==> src/rtl/mpt_pkg.sv <==
// Package for the multichannel pulse timer: command codes, field widths
// and the packed input item type shared by the input stage and the core.
// No dependencies.
package mpt_pkg;

  // Fixed field widths of one input item
  localparam int CMD_W  = 3;
  localparam int CHAN_W = 4;
  localparam int MS_W   = 32;
  localparam int IN_W   = CMD_W + CHAN_W + 1 + MS_W + MS_W;

  // Command codes; the remaining codes change nothing
  localparam logic [CMD_W-1:0] CMD_TICK       = 3'd0;
  localparam logic [CMD_W-1:0] CMD_PULSE      = 3'd1;
  localparam logic [CMD_W-1:0] CMD_SET_LEVEL  = 3'd2;
  localparam logic [CMD_W-1:0] CMD_CANCEL_ALL = 3'd3;
  localparam logic [CMD_W-1:0] CMD_ALL_OFF    = 3'd4;

  // One input item, packed
  typedef struct packed {
    logic [MS_W-1:0]   now_ms;
    logic [MS_W-1:0]   pulse_len;
    logic              level;
    logic [CHAN_W-1:0] channel;
    logic [CMD_W-1:0]  command;
  } item_t;

endpackage

==> src/rtl/mpt_in_stage.sv <==
// Input register of the multichannel pulse timer: holds one accepted item
// until the core takes it. Depends on mpt_pkg.
module mpt_in_stage
  import mpt_pkg::*;
(
  input  logic            clk,
  input  logic            rst,
  input  logic            s_tvalid,
  output logic            s_tready,
  input  logic [IN_W-1:0] s_tdata,   // command, channel, level, pulse_len, now_ms
  input  logic            take,
  output logic            item_valid,
  output item_t           item
);

  // Accept when empty or when the held item moves on this cycle
  assign s_tready = !item_valid || take;

  // Track occupancy
  always_ff @(posedge clk) begin
    if (rst) begin
      item_valid <= 1'b0;
    end else if (s_tready) begin
      item_valid <= s_tvalid;
    end
  end

  // Load the item; the packed layout matches tdata from the lowest bit up
  always_ff @(posedge clk) begin
    if (s_tvalid && s_tready) begin
      item <= item_t'(s_tdata);
    end
  end

endmodule

==> src/rtl/mpt_core.sv <==
// Timer core of the multichannel pulse timer: jack levels, armed flags and
// end times, the per-item update and the result register. Depends on mpt_pkg.
module mpt_core
  import mpt_pkg::*;
#(
  parameter int PULSE_CHANNELS = 12,
  parameter int TIME_BITS      = 32,
  parameter int OUT_W          = 32
) (
  input  logic             clk,
  input  logic             rst,
  input  logic             item_valid,
  input  item_t            item,
  output logic             take,
  output logic             m_tvalid,
  input  logic             m_tready,
  output logic [OUT_W-1:0] m_tdata   // output_levels, pulse_active
);

  localparam int LEV_W = PULSE_CHANNELS + 2;

  logic [LEV_W-1:0]          levels;
  logic [LEV_W-1:0]          levels_next;
  logic [PULSE_CHANNELS-1:0] armed;
  logic [PULSE_CHANNELS-1:0] armed_next;
  logic [TIME_BITS-1:0]      end_times      [PULSE_CHANNELS];
  logic [TIME_BITS-1:0]      end_times_next [PULSE_CHANNELS];
  logic [TIME_BITS-1:0]      now_t;
  logic [TIME_BITS-1:0]      dur_t;
  logic [TIME_BITS-1:0]      pulse_end;
  logic                      dur_zero;

  // Move the item into the result register when that register frees up
  assign take = item_valid && (!m_tvalid || m_tready);

  // Times at the counter width; one shared end-time adder
  assign now_t     = TIME_BITS'(item.now_ms);
  assign dur_t     = TIME_BITS'(item.pulse_len);
  assign pulse_end = now_t + dur_t;
  assign dur_zero  = (dur_t == '0);

  // Per-jack update
  for (genvar j = 0; j < PULSE_CHANNELS; j++) begin : g_jack
    logic [TIME_BITS-1:0] diff;
    logic                 sel;

    assign diff = now_t - end_times[j];
    assign sel  = (32'(item.channel) == 32'(j));

    always_comb begin
      levels_next[j]    = levels[j];
      armed_next[j]     = armed[j];
      end_times_next[j] = end_times[j];
      unique case (item.command)
        CMD_TICK: begin
          // Expire when now - end is not negative
          if (armed[j] && !diff[TIME_BITS-1]) begin
            levels_next[j] = 1'b0;
            armed_next[j]  = 1'b0;
          end
        end
        CMD_PULSE: begin
          if (sel && !dur_zero && !armed[j]) begin
            levels_next[j]    = 1'b1;
            armed_next[j]     = 1'b1;
            end_times_next[j] = pulse_end;
          end
        end
        CMD_SET_LEVEL: begin
          if (sel) begin
            levels_next[j] = item.level;
          end
        end
        CMD_CANCEL_ALL: begin
          levels_next[j]    = 1'b0;
          armed_next[j]     = 1'b0;
          end_times_next[j] = '0;
        end
        CMD_ALL_OFF: begin
          levels_next[j] = 1'b0;
        end
        default: begin
        end
      endcase
    end
  end

  // LEDs follow set-level only
  for (genvar k = PULSE_CHANNELS; k < LEV_W; k++) begin : g_led
    always_comb begin
      levels_next[k] = levels[k];
      if (item.command == CMD_SET_LEVEL && 32'(item.channel) == 32'(k)) begin
        levels_next[k] = item.level;
      end
    end
  end

  // Commit state as the item passes
  always_ff @(posedge clk) begin
    if (rst) begin
      levels <= '0;
      armed  <= '0;
    end else if (take) begin
      levels <= levels_next;
      armed  <= armed_next;
    end
  end

  // End times are only read while armed
  always_ff @(posedge clk) begin
    if (take) begin
      end_times <= end_times_next;
    end
  end

  // Result register
  always_ff @(posedge clk) begin
    if (rst) begin
      m_tvalid <= 1'b0;
    end else if (take) begin
      m_tvalid <= 1'b1;
    end else if (m_tready) begin
      m_tvalid <= 1'b0;
    end
  end

  always_ff @(posedge clk) begin
    if (take) begin
      m_tdata <= OUT_W'({armed_next, levels_next});
    end
  end

endmodule

==> src/rtl/multichannel_pulse_timer.sv <==
// Multichannel one-shot pulse timer, top level.
// Each item passes the input register, then the result register, before its result is valid.
// Throughput: one item per cycle while m_tready is high; each item yields one result.
// Reset (rst, synchronous, active high) drives all levels low, disarms all jacks
// and empties both registers. Depends on mpt_pkg, mpt_in_stage and mpt_core.
module multichannel_pulse_timer
  import mpt_pkg::*;
#(
  parameter int PULSE_CHANNELS = 12,
  parameter int TIME_BITS      = 32
) (
  input  logic                                    clk,
  input  logic                                    rst,
  input  logic                                    s_tvalid,
  output logic                                    s_tready,
  // command, channel, level, pulse_len, now_ms
  input  logic [IN_W-1:0]                         s_tdata,
  output logic                                    m_tvalid,
  input  logic                                    m_tready,
  // output_levels, pulse_active, zero fill
  output logic [((2*PULSE_CHANNELS+2+7)/8)*8-1:0] m_tdata
);

  localparam int OUT_W = ((2 * PULSE_CHANNELS + 2 + 7) / 8) * 8;

  logic  item_valid;
  logic  take;
  item_t item;

  // Input register
  mpt_in_stage u_in (
    .clk        (clk),
    .rst        (rst),
    .s_tvalid   (s_tvalid),
    .s_tready   (s_tready),
    .s_tdata    (s_tdata),
    .take       (take),
    .item_valid (item_valid),
    .item       (item)
  );

  // Timer state, update and result register
  mpt_core #(
    .PULSE_CHANNELS (PULSE_CHANNELS),
    .TIME_BITS      (TIME_BITS),
    .OUT_W          (OUT_W)
  ) u_core (
    .clk        (clk),
    .rst        (rst),
    .item_valid (item_valid),
    .item       (item),
    .take       (take),
    .m_tvalid   (m_tvalid),
    .m_tready   (m_tready),
    .m_tdata    (m_tdata)
  );

endmodule
==> config.mk <==
export PLATFORM = sky130hd
export DESIGN_NAME = multichannel_pulse_timer
export DESIGN_NICKNAME = d
export VERILOG_FILES = /design/src/rtl/mpt_pkg.sv /design/src/rtl/mpt_in_stage.sv /design/src/rtl/mpt_core.sv /design/src/rtl/multichannel_pulse_timer.sv
export SDC_FILE = /design/constraint.sdc
export NUM_CORES = 1
export LEC_CHECK = 0
export BUFFER_PORTS_ARGS = -buffer_cell sky130_fd_sc_hd__buf_2
export CAP_MARGIN = 15
export CORE_MARGIN = 5
export CORE_UTILIZATION = 51
export CTS_CLUSTER_DIAMETER = 80
export CTS_CLUSTER_SIZE = 8
export DETAILED_ROUTE_END_ITERATION = 16
export GPL_TIMING_DRIVEN = 0
export PLACE_DENSITY = 0.68
export SLEW_MARGIN = 20
export SYNTH_ARGS = -nofsm -noshare
export SYNTH_HDL_FRONTEND = slang
export SYNTH_SLANG_ARGS = --single-unit
==> constraint.sdc <==
create_clock -name clk -period 3.9 [get_ports clk]
set_clock_uncertainty 0.2 [all_clocks]
set_input_delay 0.195 -clock clk [delete_from_list [all_inputs] [get_ports clk]]
set_output_delay 0.195 -clock clk [all_outputs]
set_load 0.02 [all_outputs]
* Word level (Yosys, flattened, before mapping)
Cells that the tools add are included.
** Word-level totals
- Flip-flop bits (word level) :: 510
- Input port bits :: 76
- Logic and storage cells :: 263
** Operators by class
- Add/sub/neg operators :: 13
- Equal/unequal tests :: 29
- Muxes and demuxes :: 112
- Reduce and logical (&&, ||, !) cells :: 87
** Operator list (number)
- one-hot mux 32 bit (2 select lines) :: 12
- two-way mux 32 bit :: 12
- subtractor 32 bit :: 12
- two-way mux 1 bit :: 64
- one-hot mux 1 bit (4 select lines) :: 12
- logical AND 1 bit :: 40
- one-hot mux 1 bit (3 select lines) :: 12
- AND reduction 3 bit :: 12
- adder 32 bit :: 1
- logical NOT 32 bit :: 1
- logical NOT 1 bit :: 27
- equality test 4 bit, second input constant :: 6
- != test 2 x 1 -> 1 bit, second input constant :: 12
- equality test 4 x 3 -> 1 bit, second input constant :: 4
- equality test 4 x 2 -> 1 bit, second input constant :: 2
- equality test 3 x 2 -> 1 bit, second input constant :: 2
- equality test 4 x 1 -> 1 bit, second input constant :: 1
- logical NOT 4 bit :: 1
- nonzero test 2 bit :: 2
- equality test 3 x 1 -> 1 bit, second input constant :: 1
- equality test 3 bit, second input constant :: 1
- logical NOT 3 bit :: 1
- logical OR 1 bit :: 2
- OR reduction 2 bit :: 1

* Longest topological paths before layout
Gate-level depths: netlist of the first run.
- Depth after elaboration :: 6
- Depth in mapped cells :: 10
- Depth with buffers taken out :: 10

* Modules after synthesis
From an unflattened synthesis of the first run, not the netlist that was laid out.
** Unflattened totals
- Cells, all modules :: 2505
- Area total of the unflattened synthesis :: 28417.3 um2
** Modules (own cells, without submodules)
- mpt_core :: instances 1, cells each 2428, area an instance 26200.1 um2, sequential area each 12852.3 um2
- mpt_in_stage :: instances 1, cells each 77, area an instance 2217.1 um2, sequential area each 2182.1 um2

* Worst setup path after synthesis of the first run
Ideal clock, no wire load.
- Kind :: register to register
- From :: register u_core.m_tvalid
- To :: register u_core.end_times[0] in the netlist's numbering (enable)
- Arrival time :: 2601 ps
- Data required time :: 3279 ps
- Path slack :: 678 ps
- Cell stages (with the launch flop) :: 7
- Clock period less this slack :: 3222 ps
- Path through :: dfxtp_1 > nor2b_1 > nand2b_1 > inv_1 > nand3b_1 > clkbuf_1 > nor2_1
** On the way
- Longest elaborated chain between the ends :: 4
** RTL lines
- start, declared :: line mpt_core.sv:15 : output logic m_tvalid,
- start signal, assigned :: line mpt_core.sv:119 : m_tvalid <= 1'b0;
- start signal, assigned :: line mpt_core.sv:121 : m_tvalid <= 1'b1;
- start signal, assigned :: line mpt_core.sv:123 : m_tvalid <= 1'b0;
- logical NOT 1 bit :: line mpt_core.sv:34 : assign take = item_valid && (!m_tvalid || m_tready);
- logical OR 1 bit :: line mpt_core.sv:34
- logical AND 1 bit :: line mpt_core.sv:34
- AND reduction 3 bit (no source line)
- end signal, assigned :: line mpt_core.sv:112 : end_times <= end_times_next;
- end, declared :: line mpt_core.sv:26 : logic [TIME_BITS-1:0] end_times [PULSE_CHANNELS];
Every way passes these cells.
A chain may end at the register's enable or synchronous reset.

* Final worst setup path of the first run
- From :: register u_in.item[65] (netlist name)
- To :: register u_core.m_tdata[11] (data pin)
** On the way
- Longest elaborated chain between the ends :: 5
** RTL lines
- subtractor 32 bit :: line mpt_core.sv:47 : assign diff = now_t - end_times[j];
- logical NOT 1 bit :: line mpt_core.sv:57 : if (armed[j] && !diff[TIME_BITS-1]) begin
- logical AND 1 bit :: line mpt_core.sv:57
- two-way mux 1 bit :: line mpt_core.sv:57
- one-hot mux 1 bit (4 select lines) :: line mpt_core.sv:54 : unique case (item.command)
- named net u_core.levels_next[11] :: line mpt_core.sv:23 : logic [LEV_W-1:0] levels_next;
- end signal, assigned :: line mpt_core.sv:129 : m_tdata <= OUT_W'({armed_next, levels_next});
- end, declared :: line mpt_core.sv:17 : output logic [OUT_W-1:0] m_tdata
The timed path passes the listed nets, and every way through them passes these cells.

==> metrics.txt, run 1 <==
outcome finished, final reports clean; core box area 0.0539 mm²; Worst-Margin Slew approximately 1100 ps; CP arrival around 4000 ps; Comb pwr share around an eighth; largest net degree at the start of global routing 50; Fin Hold WS 85.9 ps; P_sw about 3.6 mW; vias 20000; total clock buffers created by CTS 73; grt ovf 0; mux share of post-synthesis cell area less than 1%; PwrDens 423 mW/mm²; post-synthesis async set-or-reset flop share 0%; FF+latch count, synth 510; cell chain of the critical path ha_1 > nand4_1 > nor4_1 > a21oi_1 > o211a_1 > o21ai_1 > xnor2_1 > a21oi_1 > o21ba_2; Worst Reg-to-Reg Cells 9; max_cap viols 0; vias in the first global route between 20000 and 25000; Critical path destination u_core.m_tdata[11]; clk_lat worst skew 620 ps; LEAKAGE ~14 nW; critical path depth 9; P_int roughly 10 mW; xor and xnor fraction of the mapped netlist area under 10%; Avg Vias per Cell around 5.7; CP top delay family compound AO/OA/AOI/OAI gates; Mapped Cells between 2000 and 2500; Yosys warning count 0; Crit path buffers/inverters 0; CTS sink count about 500; Post-Syn Area about 0.028 mm²; Final Util 61.3%; DRC violations left 0; Post-synth EDFFs 482; crit end category flop; WL final 73.7 mm; Syn Area/Cell around 11 µm²; Avg WL per Cell around 21 µm; sequential area share after synthesis roughly 54%; minimum clock period after layout 3870 ps; Root Driver clkbuf_16; RR Startpoint u_in.item[65]; Hold Fails Final Rpt 0; CP Launch Type flop; top_reg_cell synth edfxtp_1; area share of fa/ha/maj cells after synthesis between 10% and 20%; count of cell types in the netlist between 60 and 70; First DRT Iteration DRCs ~1600; die area roughly 0.059 mm²; Max stage delay on crit path ~800 ps; Die Y ~240 µm; Req. time, crit path 4040 ps; DRT antenna net count 0; Ports 110; DR pass1 iterations 8; CTS tree done; origin of the worst setup path u_in.item[65]; Worst R2R End u_core.m_tdata[11]; CTS Buffer Depth 3; setup violators final 0; switch share between 20% and 30%; Detailed Place HPWL slightly above 50 mm; cell area after placement between 0.02 and 0.03 mm²; number of port buffers just over 100; Setup CP Type flop to flop; share of layout cells above drive strength 1 between 10 and 15%; Power, Total between 10 and 15 mW; Std-Cell Rows between 80 and 90; layout overhead on the synthesized area 18.8%; final period utilization a little under 100%; crit-path most repeated cell a21oi_1; initial antenna violation count 2; register share of total power about 46%; HP Class primary input to flop; largest family of logic cells by synthesized area adder cells; Clock Power Share between 40% and 50%; Die Wd ~240 µm; fillers 4109; critical path's slowest cell edfxtp_1; compound-gate portion of the synthesized area a little under an eighth; flop2flop setup slack between 30 and 40 ps; first-pass GRT wire length around 110 mm; Layout Nets 3230; Initial Util slightly above 50%; # H-tree levels 3; final instance area 0.0331 mm²; Peak VDD IR approximately 0.33 mV; simple-gate area share of the yosys netlist a little under a tenth; Final GP Congestion around 0.89; critical path peak fanout 13; Max Slew Vio Count 0; Max-slew headroom a little under a quarter; Achievable Freq between 0.2 and 0.3 GHz; total global-route track usage between 20 and 25%; register clock-pin slew on the reported worst setup and hold paths roughly 50 ps; Inserted Diodes 0
## layout make-up
type                       instances  area (µm²)  share of cell area [%]
tap                              696         871                    2.63
clock inverter                     6         118                   0.356
clock buffer                      90        1910                    5.78
buffer                            36         164                   0.496
sequential                       510       15000                    45.5
timing repair buffer             242        2070                    6.26
multi-input combinational       1520       11500                    34.7
inverter                         379        1420                    4.30
## layout by cell type, fill, tap and decap left out, drive strengths merged, types with 5 or more instances in the layout
master | Yosys | final
a211oi | 27 | 27
a21boi | 6 | 6
a21o | 54 | 54
a21oi | 210 | 210
a31o | 9 | 9
a31oi | 20 | 20
and2 | 16 | 16
and3 | 15 | 15
and4 | 7 | 7
buf | 13 | 179
clkbuf | 23 | 113
clkinv | 0 | 5
conb | 1 | 6
dfxtp | 28 | 28
dlygate4sd3 | 0 | 76
edfxtp | 482 | 482
ha | 391 | 391
inv | 379 | 380
mux2i | 12 | 12
nand2 | 135 | 135
nand2b | 18 | 18
nand3 | 50 | 50
nand4 | 55 | 55
nor2 | 144 | 144
nor2b | 20 | 20
nor3 | 36 | 36
nor3b | 5 | 5
nor4 | 21 | 21
o211ai | 13 | 13
o21a | 9 | 9
o21ai | 120 | 120
o21bai | 6 | 6
o22ai | 9 | 9
o31a | 9 | 9
or3 | 12 | 12
xnor2 | 31 | 31
xor2 | 14 | 14
## registers in the layout (all words and copies together), names as in the netlist
register,flops
u_core.end_times,384
u_in.item,72
u_core.m_tdata,26
u_core.levels,14
u_core.armed,12
u_core.m_tvalid,1
u_in.item_valid,1
## synthesized netlist by cell type, types with 6 or more instances
cell type	number	share of area, %
o211ai_1	13	0.35
ha_1	391	18
dfxtp_1	28	2.0
or3_1	12	0.27
and4_1	7	0.22
nor3_1	36	0.65
a21oi_1	210	3.8
o22ai_1	9	0.20
nand2_1	135	1.8
o21ai_0	115	2.1
inv_1	379	5.1
mux2i_1	12	0.43
o21bai_1	6	0.16
edfxtp_1	482	52
and3_1	15	0.34
a21boi_0	6	0.16
xnor2_1	31	0.98
a21o_1	54	1.5
o31a_1	9	0.28
nand3_1	50	0.90
buf_4	6	0.16
and2_1	16	0.36
a31o_2	9	0.28
a31oi_1	20	0.45
xor2_1	14	0.44
o21a_1	9	0.24
nand4_1	55	1.2
nand2b_1	18	0.40
clkbuf_1	23	0.31
nor4_1	20	0.45
a211oi_1	27	0.73
nor2_1	144	1.9
nor2b_1	20	0.45
## power by group through the flow
| stage | logic, mW | clock network, mW | registers [mW] |
|---|---|---|---|
| 3_3_place_gp | 1.43 | 0 | 6.64 |
| 5_1_grt | 1.96 | 6.07 | 6.45 |
| 4_1_cts | 1.71 | 5.84 | 6.47 |
| 3_5_place_dp | 1.56 | 0 | 6.63 |
| 6_report | 1.79 | 5.74 | 6.45 |
| 2_1_floorplan | 0.921 | 0 | 6.56 |
## per-stage QoR
stage               setup TNS, ps  setup WS [ps]  instances
floorplan                       0            678       2445
global placement          -350060          -1370       3244
detailed placement         -19900           -553       3265
CTS                             0           3.04       3458
global route                 -207          -29.8       3479
finish                          0           33.7       3479
## worst register-to-register path, cell delays in order, from the launching register on
cell and delay [ps]:
edfxtp_1 790, ha_1 500, nand4_1 160, nor4_1 690, a21oi_1 180, o211a_1 200, o21ai_1 270, xnor2_1 240
a21oi_1 160, o21ba_2 230
## worst min path at each step
stage | from | end | slack (ps) | depth (start not counted)
6_report | s_tdata[13] | u_in.item[13] | 90 | 2
5_1_grt | s_tdata[13] | u_in.item[13] | 70 | 2
4_1_cts | s_tdata[13] | u_in.item[13] | 50 | 2
3_5_place_dp | s_tdata[38] | u_in.item[38] | 170 | 1
3_3_place_gp | s_tdata[55] | u_in.item[55] | 170 | 1
2_1_floorplan | s_tdata[0] | u_in.item[0] | 90 | 0
## layer usage
metal / part of all wire, % / routed length (µm) / GRT usage (%) / vias to the layer above
met2: 49 / 36200 / 42.8 / 668
met4: 4.0 / 2960 / 10.3 / 0
li1: - / - / - / 9474
met1: 41 / 30100 / 31.0 / 9665
met3: 6.0 / 4390 / 3.76 / 192
met5: 0 / 0 / 0 / -
## cells by family (layout without fill, tap and decap cells)
kind of cell,count (synthesis),in the layout
simple gates,541,541
compound gates,522,522
flops,510,510
buf+inv,415,753
fa+ha+maj,392,392
xor+xnor,45,45
mux,14,14
other cells,1,6
## repair_timing
action	CTS	global route
hold endpoints to repair	111	0
gates cloned	0	0
buffers inserted	21	21
pin swaps	0	0
gates resized for setup	10	8
endpoints found under the setup margin	134	138
hold buffers	76	0
Power figures use the tool's default switching activity.
==> run 2, diff against run 1 <==
--- a/config.mk
+++ b/config.mk
@@ -7,6 +7,7 @@
 export LEC_CHECK = 0
 export BUFFER_PORTS_ARGS = -buffer_cell sky130_fd_sc_hd__buf_2
 export CAP_MARGIN = 15
+export CORE_ASPECT_RATIO = 1.75
 export CORE_MARGIN = 5
 export CORE_UTILIZATION = 51
 export CTS_CLUSTER_DIAMETER = 80
==> run 2 against run 1 <==
- final area fell by 0.30%
- global-route usage barely moved
- worst hold slack improved by 15 ps
- critical endpoint is now u_core.end_times[58]
- highest routed layer unchanged
==> metrics.txt, run 2 (synthesized netlist as in run 1, its figures left out) <==
Worst-Margin Slew roughly 1000 ps; Max-slew headroom a little over a third; Worst R2R End u_core.end_times[58]; initial antenna violation count 0; RSZ-0062 raised after global routing no; HP Class primary input to flop; RR Startpoint u_in.item[59]; flop2flop setup slack about 110 ps; Achievable Freq between 0.2 and 0.3 GHz; Worst Reg-to-Reg Cells 8; most frequent cells in the layout edfxtp_1, ha_1, inv_1; CTS tree done; hold endpoint u_in.item[46]; fillers 4300; layout overhead on the synthesized area 18.4%; Die Wd ~190 µm; total clock buffers created by CTS 73; DRT antenna net count 0; Final GP Congestion between 0.9 and 1; CTS sink count 510; vias ~20000; Die Y 319 µm; first-pass GRT wire length about 110 mm; # H-tree levels 3; Ports 110; Largest Register u_core.end_times; register clock-pin slew on the reported worst setup and hold paths around 50 ps; Root Driver clkbuf_16; max reg flops 384; outcome finished, final reports clean; minimum clock period after layout roughly 3800 ps; Detailed Place HPWL about 55 mm; core box area roughly 0.054 mm²; largest registers u_core.end_times x384, u_in.item x72, u_core.m_tdata x26; Fin Hold WS approximately 100 ps; final worst slack between 100 and 150 ps; cell area after placement ~0.030 mm²; hold path startpoint s_tdata[46]; vias in the first global route approximately 21000; Inserted Diodes 0; grt ovf 0; largest net degree at the start of global routing 50; Initial Util a little over 50%; WL final 74.3 mm; Avg WL per Cell between 20 and 25 µm; Avg Vias per Cell between 5 and 6; Max Slew Vio Count 0; Peak VDD IR 0.379 mV; max_cap viols 0; CP arrival just under 4000 ps; First DRT Iteration DRCs 1053; number of port buffers roughly 100; commonest non-fill, non-tap cell in the layout edfxtp_1; Power, Total ~14 mW; Setup CP Type flop to flop; crit end category flop; critical path peak fanout 13; Req. time, crit path 3990 ps; total global-route track usage 24.6%; setup violators final 0; clk_lat worst skew ~600 ps; Layout Nets roughly 3200; DRC violations left 0; Std-Cell Rows 113; PwrDens 425 mW/mm²; DR pass1 iterations 7; final period utilization 97.3%; CP Launch Type flop; final instance area around 0.033 mm²; LEAKAGE 14.1 nW; die area 0.0595 mm²; dpl ws -399 ps; Hold Fails Final Rpt 0; share of layout cells above drive strength 1 a little under an eighth; hold path depth 2; setup TNS 0 ps; CTS Buffer Depth 3
## run 2: cell types whose count changed in the layout (fill, tap and decap cells not counted), moves of 3 or more
cell,change
nor2_2,+9
buf_12,+6
buf_4,-8
nor2_1,-8
clkbuf_1,+9
buf_16,-5
inv_6,+3
## run 2: cell type report
type / count / area, µm² / share of cell area, %
plain buffers: 36 / 164 / 0.497
multi-input cells: 1520 / 11500 / 34.8
repair buffers: 234 / 1980 / 6.00
clock inverters: 7 / 75.1 / 0.228
flip-flops and latches: 510 / 15000 / 45.6
well taps: 690 / 863 / 2.62
clock buffers: 99 / 1950 / 5.90
inverters: 379 / 1420 / 4.32
## run 2: critical path, cell delays in order (launching register included)
cell and delay [ps]:
edfxtp_1 850, ha_1 420, a21o_1 220, a21o_1 180, a21o_1 200, a311oi_1 470
nor2b_1 230, xnor2_1 90, nor2_2 600
## run 2: what timing repair did
action	CTS	global route
setup buffers	16	19
endpoints found under the hold margin	86	0
hold buffers	76	0
endpoints found under the setup margin	165	113
resized for setup	15	7
## run 2: how the worst max path moves through the flow
stage | start | endpoint | slack, ps | cells after the start
after floorplan | u_core.m_tvalid | u_core.end_times[0] | 680 | 6
after global placement | u_in.item[55] | u_core.end_times[381] | -1270 | 9
after detailed placement | u_in.item[45] | u_core.end_times[276] | -400 | 9
after CTS | u_in.item[41] | u_core.end_times[272] | 7 | 9
after global routing | u_in.item[47] | u_core.end_times[285] | 0.7 | 9
final | u_in.item[59] | u_core.end_times[58] | 110 | 8
## run 2: power by group
| group | switching, mW | internal [mW] |
|---|---|---|
| Clock | 2.32 | 3.45 |
| Combinational | 1.18 | 0.597 |
| Sequential | 0.108 | 6.36 |
| Total | 3.61 | 10.4 |
## run 2: through the flow
step | util, % | instances
4_1_cts | 60.5 | 3456
6_report | 60.9 | 3475
5_1_grt | 60.9 | 3475
2_1_floorplan | - | 2445
3_5_place_dp | 55.0 | 3258
3_3_place_gp | 54.0 | 3238
## run 2: layer usage
metal	vias up	track usage (%)	share of wire [%]	routed length, µm
met1	9630	24.2	34	25200
li1	9455	-	-	-
met5	-	0	0	0
met2	647	47.1	54	40500
met3	301	3.63	4.2	3130
met4	0	16.0	7.4	5470
